## config.mk

```make
export PLATFORM = sky130hd
export DESIGN_NAME = serial_hex_byte_loader_flat
export DESIGN_NICKNAME = d
export VERILOG_FILES = /design/src/design/shbl_pkg.sv /design/src/design/shbl_req_if.sv /design/src/design/shbl_rsp_if.sv /design/src/design/serial_hex_byte_loader.sv /design/src/flat_wrapper.sv
export SDC_FILE = /design/constraint.sdc
export NUM_CORES = 1
export LEC_CHECK = 0
export ABC_AREA = 1
export BUFFER_PORTS_ARGS = -buffer_cell sky130_fd_sc_hd__clkbuf_2
export CAP_MARGIN = 0
export CORE_MARGIN = 5
export CORE_UTILIZATION = 50
export DETAILED_ROUTE_END_ITERATION = 6
export PLACE_DENSITY_LB_ADDON = 0.15
export SETUP_SLACK_MARGIN = 0.3
export SLEW_MARGIN = 10
export SYNTH_ARGS = -nofsm -noshare
export SYNTH_HDL_FRONTEND = slang
export SYNTH_SLANG_ARGS = --single-unit
```

## constraint.sdc

```tcl
create_clock -name clock -period 4.2 [get_ports clock]
set_clock_uncertainty 0.05 [all_clocks]
set_input_delay 0.84 -clock clock [delete_from_list [all_inputs] [get_ports clock]]
set_output_delay 0.84 -clock clock [all_outputs]
set_load 0.05 [all_outputs]
```

## src/design/shbl_pkg.sv

```systemverilog
// ----------------------------------------------------------------------------
// shbl_pkg: shared definitions of the serial hex byte loader
// Field widths, character codes, result codes and the result record.
// ----------------------------------------------------------------------------
`default_nettype none

package shbl_pkg;

   // address space of the load memory
   localparam int unsigned ADDR_BITS  = 28;
   // width of the offset and count fields of a result
   localparam int unsigned FIELD_W    = 28;
   localparam int unsigned CHAR_W     = 8;
   localparam int unsigned NIBBLE_W   = 4;
   localparam int unsigned R_RUN_W    = 2;

   // consecutive 'r' characters that raise a reboot request
   localparam logic [R_RUN_W-1:0] REBOOT_RUN = 2'd3;

   // result queue geometry
   localparam int unsigned QUEUE_DEPTH = 4;
   localparam int unsigned QUEUE_PTR_W = 2;
   localparam int unsigned QUEUE_CNT_W = 3;

   // character codes
   localparam logic [CHAR_W-1:0] CHAR_UC_A  = 8'h41;
   localparam logic [CHAR_W-1:0] CHAR_UC_Z  = 8'h5A;
   localparam logic [CHAR_W-1:0] CHAR_LC_A  = 8'h61;
   localparam logic [CHAR_W-1:0] CHAR_LC_F  = 8'h66;
   localparam logic [CHAR_W-1:0] CHAR_ZERO  = 8'h30;
   localparam logic [CHAR_W-1:0] CHAR_NINE  = 8'h39;
   localparam logic [CHAR_W-1:0] CHAR_LC_R  = 8'h72;
   localparam logic [CHAR_W-1:0] CHAR_BANG  = 8'h21;
   localparam logic [CHAR_W-1:0] CHAR_CR    = 8'd13;
   localparam logic [CHAR_W-1:0] CHAR_LF    = 8'd10;
   localparam logic [CHAR_W-1:0] CHAR_DOT   = 8'h2E;
   localparam logic [CHAR_W-1:0] CHAR_HASH  = 8'h23;
   localparam logic [CHAR_W-1:0] CASE_BIT   = 8'h20;
   localparam logic [CHAR_W-1:0] HEX_LETTER_BASE = 8'd10;

   // input event codes
   typedef enum logic {
      KIND_CHAR    = 1'b0,
      KIND_TIMEOUT = 1'b1
   } in_kind_type;

   // result codes
   typedef enum logic [1:0] {
      OUT_ECHO   = 2'd0,
      OUT_WRITE  = 2'd1,
      OUT_REBOOT = 2'd2,
      OUT_START  = 2'd3
   } out_kind_type;

   // one result item
   typedef struct packed {
      out_kind_type          out_kind;
      logic [CHAR_W-1:0]     echo_char;
      logic [FIELD_W-1:0]    write_offset;
      logic [CHAR_W-1:0]     write_byte;
      logic [FIELD_W-1:0]    loaded_count;
      logic                  last;
   } result_type;

endpackage

`default_nettype wire

```

## src/design/shbl_req_if.sv

```systemverilog
// ----------------------------------------------------------------------------
// shbl_req_if: input event channel
// Valid/ready channel that carries one received character or timeout event.
// ----------------------------------------------------------------------------
`default_nettype none

interface shbl_req_if;
   logic                             valid;
   logic                             ready;
   logic                             kind;
   logic [shbl_pkg::CHAR_W-1:0]      rx_char;

   modport source (output valid, output kind, output rx_char, input ready);
   modport sink   (input valid, input kind, input rx_char, output ready);
endinterface

`default_nettype wire

```

## src/design/shbl_rsp_if.sv

```systemverilog
// ----------------------------------------------------------------------------
// shbl_rsp_if: result channel
// Valid/ready channel that carries one echo, write, reboot or start item.
// ----------------------------------------------------------------------------
`default_nettype none

interface shbl_rsp_if;
   logic                             valid;
   logic                             ready;
   logic [1:0]                       out_kind;
   logic [shbl_pkg::CHAR_W-1:0]      echo_char;
   logic [shbl_pkg::FIELD_W-1:0]     write_offset;
   logic [shbl_pkg::CHAR_W-1:0]      write_byte;
   logic [shbl_pkg::FIELD_W-1:0]     loaded_count;
   logic                             last;

   modport source (output valid, output out_kind, output echo_char,
                   output write_offset, output write_byte,
                   output loaded_count, output last, input ready);
   modport sink   (input valid, input out_kind, input echo_char,
                   input write_offset, input write_byte,
                   input loaded_count, input last, output ready);
endinterface

`default_nettype wire

```

## src/design/serial_hex_byte_loader.sv

```systemverilog
// ----------------------------------------------------------------------------
// serial_hex_byte_loader: serial hex byte loader
// Decodes characters into memory byte writes, echoes and boot requests.
// ----------------------------------------------------------------------------
// The results of an accepted item are registered into the result queue and presented from its head.
// Throughput: one item per cycle while the sink takes one result per cycle and
// items carry at most one result; an item with two results (CR, low hex nibble)
// needs the single result port for both, so a stream of those runs slower.
// The four-entry result queue accepts an item while it holds two or fewer.
// Reset (synchronous, active high) empties the queue and clears loader state.
`default_nettype none

module serial_hex_byte_loader (
   input  wire              clock,
   input  wire              reset,
   shbl_req_if.sink         req_chan,
   shbl_rsp_if.source       rsp_chan
);

   // loader state
   logic                                  expect_high_ff, expect_high_in;
   logic [shbl_pkg::NIBBLE_W-1:0]         high_part_ff, high_part_in;
   logic [shbl_pkg::ADDR_BITS-1:0]        next_offset_ff, next_offset_in;
   logic [shbl_pkg::R_RUN_W-1:0]          r_run_ff, r_run_in;

   // result queue
   shbl_pkg::result_type                  queue_ff [shbl_pkg::QUEUE_DEPTH];
   logic [shbl_pkg::QUEUE_PTR_W-1:0]      wr_ptr_ff, wr_ptr_in;
   logic [shbl_pkg::QUEUE_PTR_W-1:0]      rd_ptr_ff, rd_ptr_in;
   logic [shbl_pkg::QUEUE_CNT_W-1:0]      count_ff, count_in;

   // decode signals
   logic [shbl_pkg::CHAR_W-1:0]           folded_char;
   logic [shbl_pkg::NIBBLE_W-1:0]         digit;
   logic                                  is_letter_hex, is_number;
   logic [shbl_pkg::R_RUN_W-1:0]          r_run_next;
   shbl_pkg::result_type                  res0, res1, blank;
   logic [1:0]                            res_num;
   logic                                  accept, pop;
   logic [shbl_pkg::QUEUE_PTR_W-1:0]      wr_ptr_plus1;

   assign accept = req_chan.valid && req_chan.ready;
   assign pop    = rsp_chan.valid && rsp_chan.ready;

   // take an item while the queue has room for two results
   assign req_chan.ready =
      (count_ff <= shbl_pkg::QUEUE_CNT_W'(shbl_pkg::QUEUE_DEPTH - 2));

   // fold upper case letters to lower case
   always_comb begin
      folded_char = req_chan.rx_char;
      if ((req_chan.rx_char >= shbl_pkg::CHAR_UC_A) &&
          (req_chan.rx_char <= shbl_pkg::CHAR_UC_Z)) begin
         folded_char = req_chan.rx_char | shbl_pkg::CASE_BIT;
      end
   end

   // classify hex digits and take their value
   always_comb begin
      is_letter_hex = (folded_char >= shbl_pkg::CHAR_LC_A) &&
                      (folded_char <= shbl_pkg::CHAR_LC_F);
      is_number     = (folded_char >= shbl_pkg::CHAR_ZERO) &&
                      (folded_char <= shbl_pkg::CHAR_NINE);
      if (is_letter_hex) begin
         digit = shbl_pkg::NIBBLE_W'(folded_char - shbl_pkg::CHAR_LC_A +
                                     shbl_pkg::HEX_LETTER_BASE);
      end else begin
         digit = shbl_pkg::NIBBLE_W'(folded_char - shbl_pkg::CHAR_ZERO);
      end
      r_run_next = r_run_ff + 1'b1;
   end

   // build the results and next loader state of the offered item
   always_comb begin
      blank              = '0;
      blank.out_kind     = shbl_pkg::OUT_ECHO;
      res0               = blank;
      res1               = blank;
      res_num            = 2'd0;
      expect_high_in     = expect_high_ff;
      high_part_in       = high_part_ff;
      next_offset_in     = next_offset_ff;
      r_run_in           = r_run_ff;

      if (req_chan.kind == shbl_pkg::KIND_TIMEOUT) begin
         res0.echo_char = shbl_pkg::CHAR_HASH;
         res_num        = 2'd1;
      end else begin
         // count a run of 'r', clear it on anything else
         if (folded_char == shbl_pkg::CHAR_LC_R) begin
            if (r_run_ff < shbl_pkg::REBOOT_RUN) begin
               r_run_in = r_run_next;
               if (r_run_next == shbl_pkg::REBOOT_RUN) begin
                  res0.out_kind = shbl_pkg::OUT_REBOOT;
                  res_num       = 2'd1;
               end
            end
         end else begin
            r_run_in = '0;
         end

         if (folded_char == shbl_pkg::CHAR_CR) begin
            res0.echo_char = shbl_pkg::CHAR_CR;
            res1.echo_char = shbl_pkg::CHAR_LF;
            res_num        = 2'd2;
         end else if (folded_char == shbl_pkg::CHAR_BANG) begin
            res0.out_kind     = shbl_pkg::OUT_START;
            res0.loaded_count = shbl_pkg::FIELD_W'(next_offset_ff);
            res_num           = 2'd1;
         end else if (is_letter_hex || is_number) begin
            if (expect_high_ff) begin
               high_part_in   = digit;
               expect_high_in = 1'b0;
            end else begin
               res0.out_kind     = shbl_pkg::OUT_WRITE;
               res0.write_offset = shbl_pkg::FIELD_W'(next_offset_ff);
               res0.write_byte   = {high_part_ff, digit};
               res1.echo_char    = shbl_pkg::CHAR_DOT;
               res_num           = 2'd2;
               next_offset_in    = next_offset_ff + 1'b1;
               expect_high_in    = 1'b1;
            end
         end
      end

      // mark the final result of the item
      if (res_num == 2'd2) begin
         res1.last = 1'b1;
      end else begin
         res0.last = 1'b1;
      end
   end

   // advance queue pointers and fill count
   always_comb begin
      wr_ptr_plus1 = wr_ptr_ff + 1'b1;
      wr_ptr_in    = wr_ptr_ff;
      rd_ptr_in    = rd_ptr_ff;
      count_in     = count_ff;
      if (accept) begin
         wr_ptr_in = wr_ptr_ff + shbl_pkg::QUEUE_PTR_W'(res_num);
         count_in  = count_ff + shbl_pkg::QUEUE_CNT_W'(res_num);
      end
      if (pop) begin
         rd_ptr_in = rd_ptr_ff + 1'b1;
         count_in  = count_in - 1'b1;
      end
   end

   // hold control and loader state
   always_ff @(posedge clock) begin
      if (reset) begin
         expect_high_ff <= 1'b1;
         high_part_ff   <= '0;
         next_offset_ff <= '0;
         r_run_ff       <= '0;
         wr_ptr_ff      <= '0;
         rd_ptr_ff      <= '0;
         count_ff       <= '0;
      end else begin
         if (accept) begin
            expect_high_ff <= expect_high_in;
            high_part_ff   <= high_part_in;
            next_offset_ff <= next_offset_in;
            r_run_ff       <= r_run_in;
         end
         wr_ptr_ff <= wr_ptr_in;
         rd_ptr_ff <= rd_ptr_in;
         count_ff  <= count_in;
      end
   end

   // store results of an accepted item
   always_ff @(posedge clock) begin
      if (accept && (res_num != 2'd0)) begin
         queue_ff[wr_ptr_ff] <= res0;
      end
      if (accept && (res_num == 2'd2)) begin
         queue_ff[wr_ptr_plus1] <= res1;
      end
   end

   // drive the head result
   assign rsp_chan.valid        = (count_ff != '0);
   assign rsp_chan.out_kind     = queue_ff[rd_ptr_ff].out_kind;
   assign rsp_chan.echo_char    = queue_ff[rd_ptr_ff].echo_char;
   assign rsp_chan.write_offset = queue_ff[rd_ptr_ff].write_offset;
   assign rsp_chan.write_byte   = queue_ff[rd_ptr_ff].write_byte;
   assign rsp_chan.loaded_count = queue_ff[rd_ptr_ff].loaded_count;
   assign rsp_chan.last         = queue_ff[rd_ptr_ff].last;

endmodule

`default_nettype wire
```

## src/flat_wrapper.sv

```systemverilog
// flat-port wrapper written by rule: the top's interface ports become plain ports
module serial_hex_byte_loader_flat 
  (clock, reset, req_chan_valid, req_chan_kind, req_chan_rx_char, req_chan_ready, rsp_chan_valid, rsp_chan_out_kind, rsp_chan_echo_char, rsp_chan_write_offset, rsp_chan_write_byte, rsp_chan_loaded_count, rsp_chan_last, rsp_chan_ready);
  shbl_req_if req_chan_i ();
  shbl_rsp_if rsp_chan_i ();
  input  wire clock;
  input  wire reset;
  input wire logic [$bits(req_chan_i.valid)-1:0] req_chan_valid;
  input wire logic [$bits(req_chan_i.kind)-1:0] req_chan_kind;
  input wire logic [$bits(req_chan_i.rx_char)-1:0] req_chan_rx_char;
  output wire logic [$bits(req_chan_i.ready)-1:0] req_chan_ready;
  output wire logic [$bits(rsp_chan_i.valid)-1:0] rsp_chan_valid;
  output wire logic [$bits(rsp_chan_i.out_kind)-1:0] rsp_chan_out_kind;
  output wire logic [$bits(rsp_chan_i.echo_char)-1:0] rsp_chan_echo_char;
  output wire logic [$bits(rsp_chan_i.write_offset)-1:0] rsp_chan_write_offset;
  output wire logic [$bits(rsp_chan_i.write_byte)-1:0] rsp_chan_write_byte;
  output wire logic [$bits(rsp_chan_i.loaded_count)-1:0] rsp_chan_loaded_count;
  output wire logic [$bits(rsp_chan_i.last)-1:0] rsp_chan_last;
  input wire logic [$bits(rsp_chan_i.ready)-1:0] rsp_chan_ready;
  assign req_chan_i.valid = req_chan_valid;
  assign req_chan_i.kind = req_chan_kind;
  assign req_chan_i.rx_char = req_chan_rx_char;
  assign req_chan_ready = req_chan_i.ready;
  assign rsp_chan_valid = rsp_chan_i.valid;
  assign rsp_chan_out_kind = rsp_chan_i.out_kind;
  assign rsp_chan_echo_char = rsp_chan_i.echo_char;
  assign rsp_chan_write_offset = rsp_chan_i.write_offset;
  assign rsp_chan_write_byte = rsp_chan_i.write_byte;
  assign rsp_chan_loaded_count = rsp_chan_i.loaded_count;
  assign rsp_chan_last = rsp_chan_i.last;
  assign rsp_chan_i.ready = rsp_chan_ready;
  serial_hex_byte_loader u_core (.clock(clock), .reset(reset), .req_chan(req_chan_i), .rsp_chan(rsp_chan_i));
endmodule
```

# Word level (Yosys, flattened, before mapping)
# Memories as Yosys holds them, arrays and structs flattened. A register that Yosys moved wholly into a read port is not among the register bits.
# Cells that the tools add are included.
# W data, S select, Z words.
[totals]
regBits = 42
ram_bits = 300
in_bits = 13
out_inout_bits = 77
word_cells = 94
mem_count = 1
[mem_list]
columns = ["memory", "words", "word_bits", "rd", "rd_clocked_by_memory_dff", "write_ports", "line_no", "text"]
rows = [
  ["u_core.queue_ff", 4, 75, 1, 1, 2, "serial_hex_byte_loader.sv:27", "shbl_pkg::result_type queue_ff [shbl_pkg::QUEUE_DEPTH];"],
]
[classes]
addsub = 10
n_lt_le_gt_ge = 8
eq_ne = 6
n_mux = 44
n_bitwise = 4
n_reduce_logical = 14
[op_table]
columns = ["op", "count"]
rows = [
  ["$mux W64", 2],
  ["$mux W36", 3],
  ["$mux W8", 5],
  ["$mux W2", 19],
  ["$add A28 B1 Y28 const B", 1],
  ["$mux W28", 1],
  ["$ge A8 B7 Y1 const B", 2],
  ["$le A8 B7 Y1 const B", 2],
  ["$mux W6", 2],
  ["$reduce_and A6 Y1", 2],
  ["$eq A8 B4 Y1 const B", 1],
  ["$eq A8 B6 Y1 const B", 1],
  ["$eq A8 B7 Y1 const B", 1],
  ["$ge A8 B6 Y1 const B", 1],
  ["$le A8 B6 Y1 const B", 1],
  ["$mux W1", 8],
  ["$mux W4", 2],
  ["$sub A4 B1 Y4 const B", 2],
  ["$logic_and A1 B1 Y1", 7],
  ["$add A2 B1 Y2 const B", 3],
  ["$mux W3", 2],
  ["$reduce_and A5 Y1", 1],
  ["$add A4 B4 Y4 const B", 1],
  ["$eq A2 B2 Y1 const B", 2],
  ["other kinds (11)", 14],
]

# Depth between registers and ports, before layout
[logic_depth]
ltp_word = 14
depth_mapped = 21
depth_no_buf = 21

# Worst setup path before layout
# No wires, ideal clock.
[synth_path]
kind = "input port to flip-flop"
startpoint = "input req_chan_rx_char[1]"
endpoint = "register u_core.count_ff[1] in the netlist's numbering"
setup_time_ns = 0.070
arrival_ns = 3.163
required_ns = 4.080
path_slack_ns = 0.917
stages = 19
n_path_buf = 0
path_cell_list = "inv_1 -> ha_1 -> nor2_1 -> nand3_1 -> nand3_1 -> nand2_2 -> nand4_1 -> nand2_1 -> nor2_1 -> inv_1 -> ha_1 -> inv_1 -> fa_1 -> nand2_1 -> o21ai_0 -> ha_1 -> nand2_1 -> nand2_1 -> a21oi_1"
[synth_via]
elab_chain_len = 14
elab_cells_between_ends = 24
classes_between = "add/sub: 2; order compare: 6; eq/ne: 3; mux: 9; reduce/logical: 4"
[synth_lines]
columns = ["item", "line_no", "text"]
rows = [
  ["start, declared", "flat_wrapper.sv:10", "input wire logic [$bits(req_chan_i.rx_char)-1:0] req_chan_rx_char;"],
  ["$ge A8 B7 Y1 / $le A8 B7 Y1 (equally long branches)", "serial_hex_byte_loader.sv:52, serial_hex_byte_loader.sv:53", ""],
  ["$logic_and A1 B1 Y1", "serial_hex_byte_loader.sv:52", "if ((req_chan.rx_char >= shbl_pkg::CHAR_UC_A) &&"],
  ["$mux W6 (*)", "serial_hex_byte_loader.sv:52", ""],
  ["$ge A8 B7 Y1, or another cell as far along", "serial_hex_byte_loader.sv:60", "is_letter_hex = (folded_char >= shbl_pkg::CHAR_LC_A) &&"],
  ["$logic_and A1 B1 Y1, or another cell as far along", "serial_hex_byte_loader.sv:60", ""],
  ["$logic_or A1 B1 Y1 / $mux W2 (equally long branches)", "serial_hex_byte_loader.sv:110, serial_hex_byte_loader.sv:111", ""],
  ["$mux W2", "serial_hex_byte_loader.sv:110", "end else if (is_letter_hex || is_number) begin"],
  ["$mux W2", "serial_hex_byte_loader.sv:106", "end else if (folded_char == shbl_pkg::CHAR_BANG) begin"],
  ["$mux W2 (*)", "serial_hex_byte_loader.sv:102", "if (folded_char == shbl_pkg::CHAR_CR) begin"],
  ["$mux W2 (*)", "serial_hex_byte_loader.sv:85", "if (req_chan.kind == shbl_pkg::KIND_TIMEOUT) begin"],
  ["$add A3 B2 Y3 (*)", "serial_hex_byte_loader.sv:142", "count_in = count_ff + shbl_pkg::QUEUE_CNT_W'(res_num);"],
  ["$mux W3 (*)", "serial_hex_byte_loader.sv:140", "if (accept) begin"],
  ["$sub A3 B1 Y3", "serial_hex_byte_loader.sv:146", "count_in = count_in - 1'b1;"],
  ["$mux W3 (*)", "serial_hex_byte_loader.sv:144", "if (pop) begin"],
  ["end signal, assigned", "serial_hex_byte_loader.sv:169", "count_ff <= count_in;"],
  ["end, declared", "serial_hex_byte_loader.sv:30", "logic [shbl_pkg::QUEUE_CNT_W-1:0] count_ff, count_in;"],
]
# Every way passes the cells marked *; elsewhere a longest branch is shown, timed or not.
# A chain may end at the register's enable or synchronous reset.

==> flow_summary_export.csv <==
group,metric,value,unit
worst_setup_path,path_max_fanout,51,
power,power_density,621,nW/um^2
worst_setup_path,end_kind,"primary output",
logic_synthesis,synth-adder-area-share,0.904,%
die,initial_core_util,50.8,%
final_layout,final_cell_count_no_fill,2754,
power,ir_drop,0.316,mV
worst_setup_path,r2r-start,"u_core.count_ff[0]",
logic_synthesis,seq_area_frac_synth,42.6,%
die,pin_count,90,
global_routing,grtUsageTotal,26.9,%
logic_synthesis,synth.distinct_cells,40,
die,dieArea,35800,um^2
final_layout,nNetsFinal,2349,
clock_network,tritoncts,"yes",
min_path,hold_class,"flip-flop to flip-flop",
global_routing,grt_pass1_wl,78.8,mm
die,die_h,189,um
global_routing,overflow,0,
die,rows,65,
run,cap_violations,0,
drt,vias_per_cell,5.53,
final_layout,multi_input_area,7810,um^2
timing,period_minus_slack,3560,ps
worst_setup_path,worst_ep_arrival_time,2670,ps
clock_network,cts.sink_count,332,
logic_synthesis,syn_area_per_cell,6.92,um^2
clock_network,path_clk_slew,60,ps
timing,hold_viol,0,
place,dpl_cell_area,16600,um^2
drt,totalWireLength,49.2,mm
logic_synthesis,synthMuxAreaShare,0,%
clock_network,cts-resized-gates,0,
timing,drv_slew,0,
worst_setup_path,reg2reg_to,"u_core.queue_ff[3][66]",
power,power.total,11.2,mW
final_layout,fill_cells,3079,
run_status,status,"complete, no violations",
die,core_area,31600,um^2
timing,slew_headroom,38.8,%
min_path,hold_path_depth,2,
timing,whs,409,ps
place,globalplace.congestion,0.952,
final_layout,seqCellArea,6850,um^2
logic_synthesis,synthXorXnorAreaFrac,1.04,%
worst_setup_path,worst_setup_path_start_kind,"flip-flop",
place,portBuffers,86,
worst_setup_path,r2r_slack,1500,ps
clock_network,cts_max_path_buffers,3,
global_routing,grt_pass1_vias,14400,
power,leakage,8.34,nW
drt,num_vias,15200,
final_layout,postLayoutCellArea,18000,um^2
logic_synthesis,post_synth_and_or_nand_nor_area_fraction,31.2,%
drt,firstDrtPassIters,5,
drt,drt_iter0_drc,1509,
drt,wl_per_cell,17.8,um
die,die_w,189,um
min_path,hold_path_end,"u_core.queue_ff[2][34]",
timing,tns,0,ps
min_path,hold_start,"u_core.queue_ff[2][34]",
logic_synthesis,synth_area,16100,um^2
timing,period_share,84.7,%
clock_network,numCtsBuffers,38,
final_layout,syn2layout_area_growth,11.8,%
global_routing,grt_max_degree,73,
clock_network,h-tree-depth,2,
place,place_inst,2687,
global_routing,antenna_found_initial,0,
worst_setup_path,rr_worst_depth,5,
place,hpwl,30.5,mm
worst_setup_path,crit_type,"flip-flop to primary output",
clock_network,postCtsSetupRepairBufs,0,
timing,rsz0062_at_grt,"false",
timing,tightest_slew,918,ps
logic_synthesis,yosysWarnings,0,
clock_network,cts-root-buf,"clkbuf_16",
drt,drtAntennaViolNets,0,
logic_synthesis,synth_top_family_by_area,"simple AND/OR/NAND/NOR gates",
final_layout,diodes,0,
worst_setup_path,cp.required,3310,ps
timing,fmax,0.281,GHz
final_layout,drive_above_1_share,10.0,%
logic_synthesis,syn_inst,2322,
clock_network,clock_latency,520,ps
clock_network,cts_hold_repair.buffers,0,
logic_synthesis,synth_compound_area_share,15.1,%
drt,drcViolationCount,0,
timing,setup_viol,0,
logic_synthesis,yosys_register_bits,332,
routing by layer:
metal / track usage [%] / up-vias / share of wire [%]
met1: 37.3 / 7150 / 45
met4: 6.84 / 0 / 2.1
li1: - / 7452 / -
met2: 44.2 / 549 / 46
met3: 4.00 / 72 / 7.5
met5: 0 / - / 0
worst max path at each step:
| stage | end | depth (start not counted) | start | slack, ps |
|---|---|---|---|---|
| after floorplan | u_core.count_ff[1] | 19 | req_chan_rx_char[1] | 920 |
| final | rsp_chan_write_offset[21] | 5 | flip-flop | 640 |
| after global placement | u_core.queue_ff[0][74] | 20 | req_chan_rx_char[0] | 540 |
| after global routing | rsp_chan_echo_char[3] | 4 | flip-flop | 560 |
| after detailed placement | u_core.queue_ff[0][74] | 20 | req_chan_rx_char[0] | 370 |
| after CTS | rsp_chan_write_offset[27] | 5 | flip-flop | 680 |
critical path, stage by stage, from the launching register on:
cell and delay (ps):
dfxtp_4 450, inv_4 480, buf_4 380, o21ai_0 110, o22ai_1 320, clkbuf_2 350
synth_stat cells:
cell / count / area, um^2
nor2_2: 19 / 119
nor2_4: 1 / 11.3
nand2_4: 2 / 22.5
o22ai_1: 77 / 482
nor3b_1: 2 / 15.0
and3_1: 1 / 6.26
nand2_2: 5 / 31.3
nor3_1: 55 / 275
nand3_4: 1 / 17.5
a21boi_1: 81 / 608
ha_1: 10 / 125
clkbuf_1: 66 / 248
or2_2: 1 / 6.26
buf_2: 64 / 320
dfxtp_1: 312 / 6250
nand4_1: 29 / 181
a31oi_1: 1 / 6.26
nand3_2: 8 / 80.1
fa_1: 1 / 20.0
xor2_1: 19 / 166
inv_2: 7 / 26.3
conb_1: 1 / 3.75
nand2_1: 620 / 2330
nor2_1: 375 / 1410
clkinv_1: 2 / 7.51
a21oi_1: 41 / 205
o21bai_1: 1 / 7.51
buf_4: 23 / 173
buf_1: 4 / 15.0
buf_6: 5 / 56.3
nor4_1: 6 / 37.5
inv_1: 159 / 597
edfxtp_1: 20 / 601
o21ai_0: 174 / 871
clkbuf_2: 2 / 10.0
o21ai_1: 3 / 15.0
a21boi_0: 30 / 225
a211oi_1: 1 / 7.51
nand3_1: 92 / 460
nor3b_4: 1 / 18.8
state kept, by name (all words and copies together) (netlist names), named ones only:
register	count
u_core.count_ff	3
u_core.expect_high_ff	1
u_core.next_offset_ff	28
u_core.r_run_ff	2
u_core.high_part_ff	4
u_core.queue_ff	288
u_core.wr_ptr_ff	2
u_core.rd_ptr_ff	2
layout by cell type, fill, tap and decap left out, types with 4 or more instances in the layout:
cell type	netlist	final
xor2_1	19	19
nor2_2	19	19
a21boi_1	81	81
edfxtp_1	20	20
ha_1	10	10
inv_1	159	158
o21ai_0	174	174
o22ai_1	77	77
nand3_4	1	4
nor4_1	6	6
nand2_1	620	620
nand4_1	29	29
clkbuf_1	66	9
inv_2	7	8
bufinv_16	0	5
nand3_1	92	88
dfxtp_1	312	310
nand3_2	8	9
buf_4	23	31
clkbuf_2	2	86
clkbuf_8	0	7
clkbuf_16	0	41
nand2_2	5	5
nor3_1	55	55
clkinv_2	0	5
a21oi_1	41	41
a21boi_0	30	30
nor2_1	375	375
buf_12	0	8
stage by stage:
step                util (%)  setup slack (ps)
floorplan                  -               917
global placement        52.5               542
detailed placement      52.5               373
CTS                     56.7               684
global route            56.7               564
finish                  56.7               642
cells by family after synthesis:
logic type	Yosys count
adders and majority gates	11
DFF	332
buffers and inverters	332
xor gates and xnor gates	19
and+or+nand+nor	1218
other	1
AOI/OAI and AO/OA	409
layout make-up:
| class | instances | area share, % |
|---|---|---|
| clock inverter | 10 | 0.976 |
| inverter | 168 | 3.53 |
| multi-input combinational | 1660 | 43.5 |
| tap | 402 | 2.80 |
| timing repair buffer | 125 | 4.59 |
| clock buffer | 57 | 6.44 |
| sequential | 332 | 38.2 |
power breakdown:
group	total, mW	switching (mW)	internal (mW)
Clock	3.53	1.32	2.20
Combinational	3.76	2.84	0.922
Sequential	3.87	0.236	3.63
Total	11.2	4.40	6.76
No activity file was read; power rests on OpenSTA's default activity.
